===== src/rtl/core/cht_pkg.sv =====
// ----------------------------------------------------------------------------
// cht_pkg: shared constants and types for the chained hash table core
// Command and status codes and the hash-unit request/response structs.
// ----------------------------------------------------------------------------
package cht_pkg;

  localparam int KEY_W     = 64;
  localparam int LEN_W     = 4;
  localparam int VAL_W     = 32;
  localparam int CMD_W     = 2;
  localparam int STAT_W    = 2;
  localparam int CNT_W     = 9;
  localparam int BCNT_W    = 7;
  localparam int HASH_W    = 64;
  localparam int MIN_BKT   = 5;

  localparam logic [CMD_W-1:0] CMD_GET    = 2'd0;
  localparam logic [CMD_W-1:0] CMD_PUT    = 2'd1;
  localparam logic [CMD_W-1:0] CMD_REMOVE = 2'd2;

  localparam logic [STAT_W-1:0] ST_OK      = 2'd0;
  localparam logic [STAT_W-1:0] ST_MISS    = 2'd1;
  localparam logic [STAT_W-1:0] ST_DUP     = 2'd2;
  localparam logic [STAT_W-1:0] ST_FULL    = 2'd3;

  typedef struct packed {
    logic              start;
    logic [KEY_W-1:0]  key;
    logic [LEN_W-1:0]  len;
    logic [BCNT_W-1:0] divisor;
  } hash_req_t;

  typedef struct packed {
    logic              done;
    logic [BCNT_W-1:0] bucket;
  } hash_rsp_t;

endpackage


===== src/rtl/core/cht_hash.sv =====
// ----------------------------------------------------------------------------
// cht_hash: iterative key hash and remainder unit
// One byte of hash per cycle, then one remainder bit per cycle (restoring).
// ----------------------------------------------------------------------------
module cht_hash (
  input  logic               clk,
  input  logic               rst_n,
  input  cht_pkg::hash_req_t req,
  output cht_pkg::hash_rsp_t rsp
);

  typedef enum logic [1:0] {S_IDLE, S_HASH, S_MOD} state_t;

  state_t                        state_r;
  logic [cht_pkg::KEY_W-1:0]     key_r;
  logic [cht_pkg::LEN_W-1:0]     idx_r;
  logic [cht_pkg::HASH_W-1:0]    hash_r;
  logic [6:0]                    bit_r;
  logic [cht_pkg::BCNT_W:0]      rem_r;
  logic [cht_pkg::BCNT_W-1:0]    div_r;
  logic                          done_r;

  logic [7:0]                    byte_sel;
  logic [cht_pkg::BCNT_W+1:0]    rem_sh;
  logic [cht_pkg::BCNT_W+1:0]    rem_sub;

  assign byte_sel = key_r[{idx_r[2:0] - 3'd1, 3'b000} +: 8];
  assign rem_sh   = {rem_r, hash_r[bit_r[5:0]]};
  assign rem_sub  = rem_sh - {2'b00, div_r};

  always_ff @(posedge clk) begin
    if (!rst_n) begin
      state_r <= S_IDLE;
      done_r  <= 1'b0;
    end else begin
      done_r <= (state_r == S_MOD) && (bit_r == 7'd0);
      case (state_r)
        S_IDLE: begin
          if (req.start) begin
            key_r   <= req.key;
            idx_r   <= req.len;
            hash_r  <= {{(cht_pkg::HASH_W-cht_pkg::LEN_W){1'b0}}, req.len};
            div_r   <= req.divisor;
            state_r <= S_HASH;
          end
        end
        S_HASH: begin
          if (idx_r == '0) begin
            bit_r   <= 7'd63;
            rem_r   <= '0;
            state_r <= S_MOD;
          end else begin
            hash_r <= (hash_r << 4) + {56'd0, byte_sel};
            idx_r  <= idx_r - 4'd1;
          end
        end
        S_MOD: begin
          if (rem_sub[cht_pkg::BCNT_W+1]) begin
            rem_r <= rem_sh[cht_pkg::BCNT_W:0];
          end else begin
            rem_r <= rem_sub[cht_pkg::BCNT_W:0];
          end
          bit_r <= bit_r - 7'd1;
          if (bit_r == 7'd0) begin
            state_r <= S_IDLE;
          end
        end
        default: state_r <= S_IDLE;
      endcase
    end
  end

  assign rsp.done   = done_r;
  assign rsp.bucket = rem_r[cht_pkg::BCNT_W-1:0];

endmodule


===== config.mk =====
export PLATFORM = sky130hd
export DESIGN_NAME = cht_hash
export DESIGN_NICKNAME = d
export VERILOG_FILES = /design/src/rtl/core/cht_pkg.sv /design/src/rtl/core/cht_hash.sv
export SDC_FILE = /design/constraint.sdc
export NUM_CORES = 1
export LEC_CHECK = 0
export BUFFER_PORTS_ARGS = -buffer_cell sky130_fd_sc_hd__buf_2
export CORE_MARGIN = 2
export CORE_UTILIZATION = 59
export CTS_CLUSTER_DIAMETER = 120
export DETAILED_ROUTE_END_ITERATION = 8
export GPL_TIMING_DRIVEN = 1
export PLACE_DENSITY = 0.8
export SLEW_MARGIN = 20
export SYNTH_ARGS = -nofsm -noshare
export SYNTH_HDL_FRONTEND = slang
export SYNTH_SLANG_ARGS = --single-unit

===== constraint.sdc =====
create_clock -name clk -period 18.6 [get_ports clk]
set_input_delay 2.79 -clock clk [delete_from_list [all_inputs] [get_ports clk]]
set_output_delay 2.79 -clock clk [all_outputs]
set_load 0.02 [all_outputs]

-- After elaboration in Yosys (flattened, before gate mapping)
Cells that the tools add are included.
W data, S select, Z words.
- memories kept: 0
- latch bits: 0
- RAM bits: 0
- ROM bits: 0
- bits in registers: 157
- input bits: 78
- order comparisons: 1
- eq/ne operators: 6
- multiplexer cells: 17
- shifts and indexed selects: 1
- add/subtract/negate cells: 5
- multipliers: 0
- div/mod/pow operators: 0
- bitwise gates (word level): 0
- reduce and logical (&&, ||, !) cells: 10
- operator list (operator ; count):
    $mux W64 ; 2
    $pmux W64 S2 ; 1
    $add A64 B8 Y64 ; 1
    $shiftx A64 B7 Y8 ; 1
    $mux W8 ; 2
    $pmux W8 S2 ; 1
    $pmux W7 S2 ; 1
    $reduce_and A3 Y1 ; 3
    $sub A9 B7 Y9 ; 1
    $mux W4 ; 2
    $pmux W4 S2 ; 1
    $logic_not A7 Y1 ; 1
    $lt A6 B7 Y1 const B ; 1
    $mux W7 ; 1
    $sub A7 B1 Y7 const B ; 1
    $bmux W1 S6 ; 1
    $mux W2 ; 3
    $ne A2 B2 Y1 const B ; 3
    $pmux W2 S3 ; 1
    $logic_not A4 Y1 ; 1
    $reduce_and A4 Y1 ; 1
    $reduce_bool A2 Y1 ; 2
    $sub A4 B1 Y4 const B ; 1
    $sub A3 B1 Y3 const B ; 1
    other kinds (6) ; 6

-- Longest topological paths before layout
- depth after elaboration: 5
- gate-level depth with buffers: 17
- depth with buffers taken out: 14

-- Least setup slack after synthesis
No wires, ideal clock.
- path kind: input to register
- start point: in req[75] (netlist name)
- end point: reg hash_r[0] (netlist name), enable pin
- stages: 2
- required time: 17.745 ns
- setup slack: 4.304 ns
- arrival: 13.441 ns
- setup time: 0.855 ns
- cell sequence: nor2_1 > a2111oi_0
- longest elaborated chain between the ends: 2
- RTL lines (what ; line ; RTL):
    start: declaration ; cht_hash.sv:8 ; input cht_pkg::hash_req_t req,
    $ne A2 B2 Y1 (no source line) ; n/a ;
    $reduce_and A4 Y1 (no source line) ; n/a ;
    end signal: assignment ; cht_hash.sv:42 ; hash_r <= {{(cht_pkg::HASH_W-cht_pkg::LEN_W){1'b0}}, req.len};
    end signal: assignment ; cht_hash.sv:53 ; hash_r <= (hash_r << 4) + {56'd0, byte_sel};
    end: declaration ; cht_hash.sv:17 ; logic [cht_pkg::HASH_W-1:0] hash_r;
No other way between the ends.
A chain may end at the register's enable or synchronous reset.

-- Final worst setup path
- start point: reg idx_r[0] (netlist name)
- end point: reg hash_r[62] (netlist name) (data pin)
- longest elaborated chain between the ends: 5
- RTL lines (what ; line ; RTL):
    start: declaration ; cht_hash.sv:16 ; logic [cht_pkg::LEN_W-1:0] idx_r;
    start signal: assignment ; cht_hash.sv:41 ; idx_r <= req.len;
    start signal: assignment ; cht_hash.sv:54 ; idx_r <= idx_r - 4'd1;
    $sub A3 B1 Y3 ; cht_hash.sv:27 ; assign byte_sel = key_r[{idx_r[2:0] - 3'd1, 3'b000} +: 8];
    $shiftx A64 B7 Y8 ; cht_hash.sv:27 ;
    $add A64 B8 Y64 ; cht_hash.sv:53 ;
    $mux W64 ; cht_hash.sv:48 ; if (idx_r == '0) begin
    $pmux W64 S2 ; cht_hash.sv:37 ; case (state_r)
No other way between the ends. The select of a mux whose other input is x is not followed.

==> impl_metrics.ini <==
[logic_synthesis]
synth-simple-area-share_pct = 15.2
synth_top_family_by_area = simple AND/OR/NAND/NOR gates
async_flop_share_pct = 0
synth_edf_count = 154
synth_warnings = 0
synth.area.mux_share_pct = 9.80
synth_fa_ha_area_share_pct = 2.78
synth_fp_nets = 752
synth-xor-area-share_pct = 6.52
synth_seq_cells = 157
syn-instance-count = 657
ys_seq_area_share_pct = 57.2
syn_avg_cell_area_um2 = 12.5
synthFlopType = edfxtp_1
synth_compound_area_share_pct = 5.27
yosys.cell_types.count = 53
synth_area_um2 = 8200

[clocking]
cts.sinks = 157
cts_hold_buffers = 0
clkTransAtPathRegs_ns = 0.07
htreeDepth = 4
cts_setup_buffers = 0
cts_tree = done
root_buffer = clkbuf_16
clockBufferDepth = 2
cts_made_buffers = 17
cts_resized = 0
insertion_delay_ns = 0.43

[routing]
first_pass_iters = 7
num_vias = 5616
viasPerCell = 6.07
wl_per_cell_um = 18.2
drt-initial-drc-count = 514
drcViolationCount = 0
routed_wl_um = 16900
postRouteAntennaNets = 0

[setup_path]
cp-start-kind = flip-flop
crit_type = reg2reg
worstPathArrival_ns = 5.05
cp-end-kind = flip-flop
cp_data_required_time_ns = 18.78
r2r_slack_ns = 13.73
reg2reg_depth = 12
critPathMaxFanout = 19

[floorplan]
dieArea_um2 = 14900
fp.dieH_um = 122
start_util_pct = 59.7
die_w_um = 122
core_area_um2 = 13700
rows = 43
io_pins = 86

[timing]
maxSlewHeadroom_pct = 34.7
fin_ws_ns = 13.73
fin_skew_ns = 0.0114
fin_setup_tns_ns = 0
period_share_pct = 26.2
setup-violations-final = 0
fin_crit_ns = 4.87
maxSlewViolCount = 0
clock.fmax_mhz = 205
rsz0062_at_grt = no
tightest_slew_ns = 0.976
whs_ns = 0.634
hold_violations = 0

[finish]
antenna-diode-count = 0
final_util_pct = 68.2
area_growth_pct = 14.2
num-nets-final = 827
drive_gt1_share_pct = 22.3

[power]
p_per_area_nw_per_um2 = 94.0
power.leakage_nw = 3.37
vdd_drop_max_mv = 0.0740
p_total_uw = 880

[grt]
grt_pass1_wl_um = 27100
grt_pass1_vias = 5558
grt_max_degree = 72
grt_overflow_total = 0
antenna_found_initial = 0
grt.total_usage_pct = 23.7

[place]
portBuffers = 85
post-dp-hpwl_um = 11200
place_ws_ns = 13.30
routabilityCongestion = 0.854

[run]
max_cap_viol_count = 0

[outcome]
status = finished, final reports clean

[hold_path]
hold_class = reg2reg
hold_path_depth = 1
[worst max-delay path, cell delays in order (launching register included)]
cell      delay (ns)
edfxtp_1        0.70
inv_1           0.15
ha_1            0.80
mux4_2          0.42
mux2_2          0.28
ha_1            0.22
fa_1            0.41
a21o_1          0.17
a21oi_1         0.51
nand4b_2        0.50
nor2_1          0.11
and3_1          0.18
o21a_1          0.15
[worst paths after layout]
check	from	end
worst max-delay path	idx_r[0]$_DFFE_PP_	hash_r[62]$_SDFFCE_PN0P_
worst min-delay path	state_r[1]$_SDFFE_PN0P_	state_r[0]$_SDFFE_PN0P_
worst max register to register	idx_r[0]$_DFFE_PP_	hash_r[62]$_SDFFCE_PN0P_
worst min register to register	state_r[1]$_SDFFE_PN0P_	state_r[0]$_SDFFE_PN0P_
[synthesized netlist by cell type (7+ instances only)]
cell type  number  area [µm²]
edfxtp_1      154        4620
nor2_1         66         248
xnor2_1        51         447
nand2_1        46         173
a21oi_1        26         130
inv_1          26        97.6
mux2i_1        24         240
nor3_1         24         120
mux4_2         22         495
clkbuf_1       20        75.1
nand3_1        18        90.1
ha_1           15         188
o21ai_0        15        75.1
nand4_1        12        75.1
nor4_1         12        75.1
and3_1         11        68.8
xor2_1         10        87.6
buf_2           8        40.0
buf_4           8        60.1
nor2b_1         8        50.1
or3_1           7        43.8
[layout by cell type, fill, tap and decap left out, types with 8 or more instances in the layout]
master and count:
nor3_1 24, nor2_1 66, inv_1 26, edfxtp_1 154, a21oi_1 26, nor4_1 12
nand2_1 46, nor2b_1 8, mux2i_1 24, xnor2_1 51, nand4_1 12, xor2_1 10
mux4_2 22, o21ai_0 15, and3_1 11, buf_2 85, nand3_1 18, clkbuf_16 17
ha_1 15
[report_power, final]
group | internal [mW] | switching (mW)
combinational | 0.0420 | 0.0529
clock | 0.194 | 0.163
sequential | 0.412 | 0.0161
total | 0.648 | 0.232
[metrics by stage]
stage               cell area [µm²]  std cells
CTS                            9350        924
detailed placement             8730        892
finish                         9360        925
global placement               8730        892
floorplan                      8200        657
global route                   9360        925
[cells by family after synthesis]
logic type               after synthesis
AO/OA/AOI/OAI                         70
XOR/XNOR                              61
adder cells (fa/ha/maj)               17
buffers and inverters                 62
flip-flops                           157
multiplexers                          52
AND/OR/NAND/NOR                      238
[cell type report]
class	count	area, µm²
Clock buffer	17	425
Sequential cell	157	4680
Timing Repair Buffer	92	485
Inverter	26	97.6
Tap cell	180	225
Fill cell	952	4360
Multi-Input combinational cell	438	3250
Clock inverter	15	189
[flip-flops by register name, summed over array words and instances, names as in the netlist]
name,flops
rem_r,8
bit_r,7
hash_r,64
idx_r,4
done_r,1
key_r,64
state_r,2
div_r,7
[per-layer routing]
layer  routed length, µm  vias up  global-route usage (%)
li1                    -     2601                       -
met1                6850     2712                    30.5
met2                8550      266                    39.4
met3                1100       37                    4.96
met4                 364        0                    9.48
met5                   0        -                       0
No activity file was read; power rests on OpenSTA's default activity.
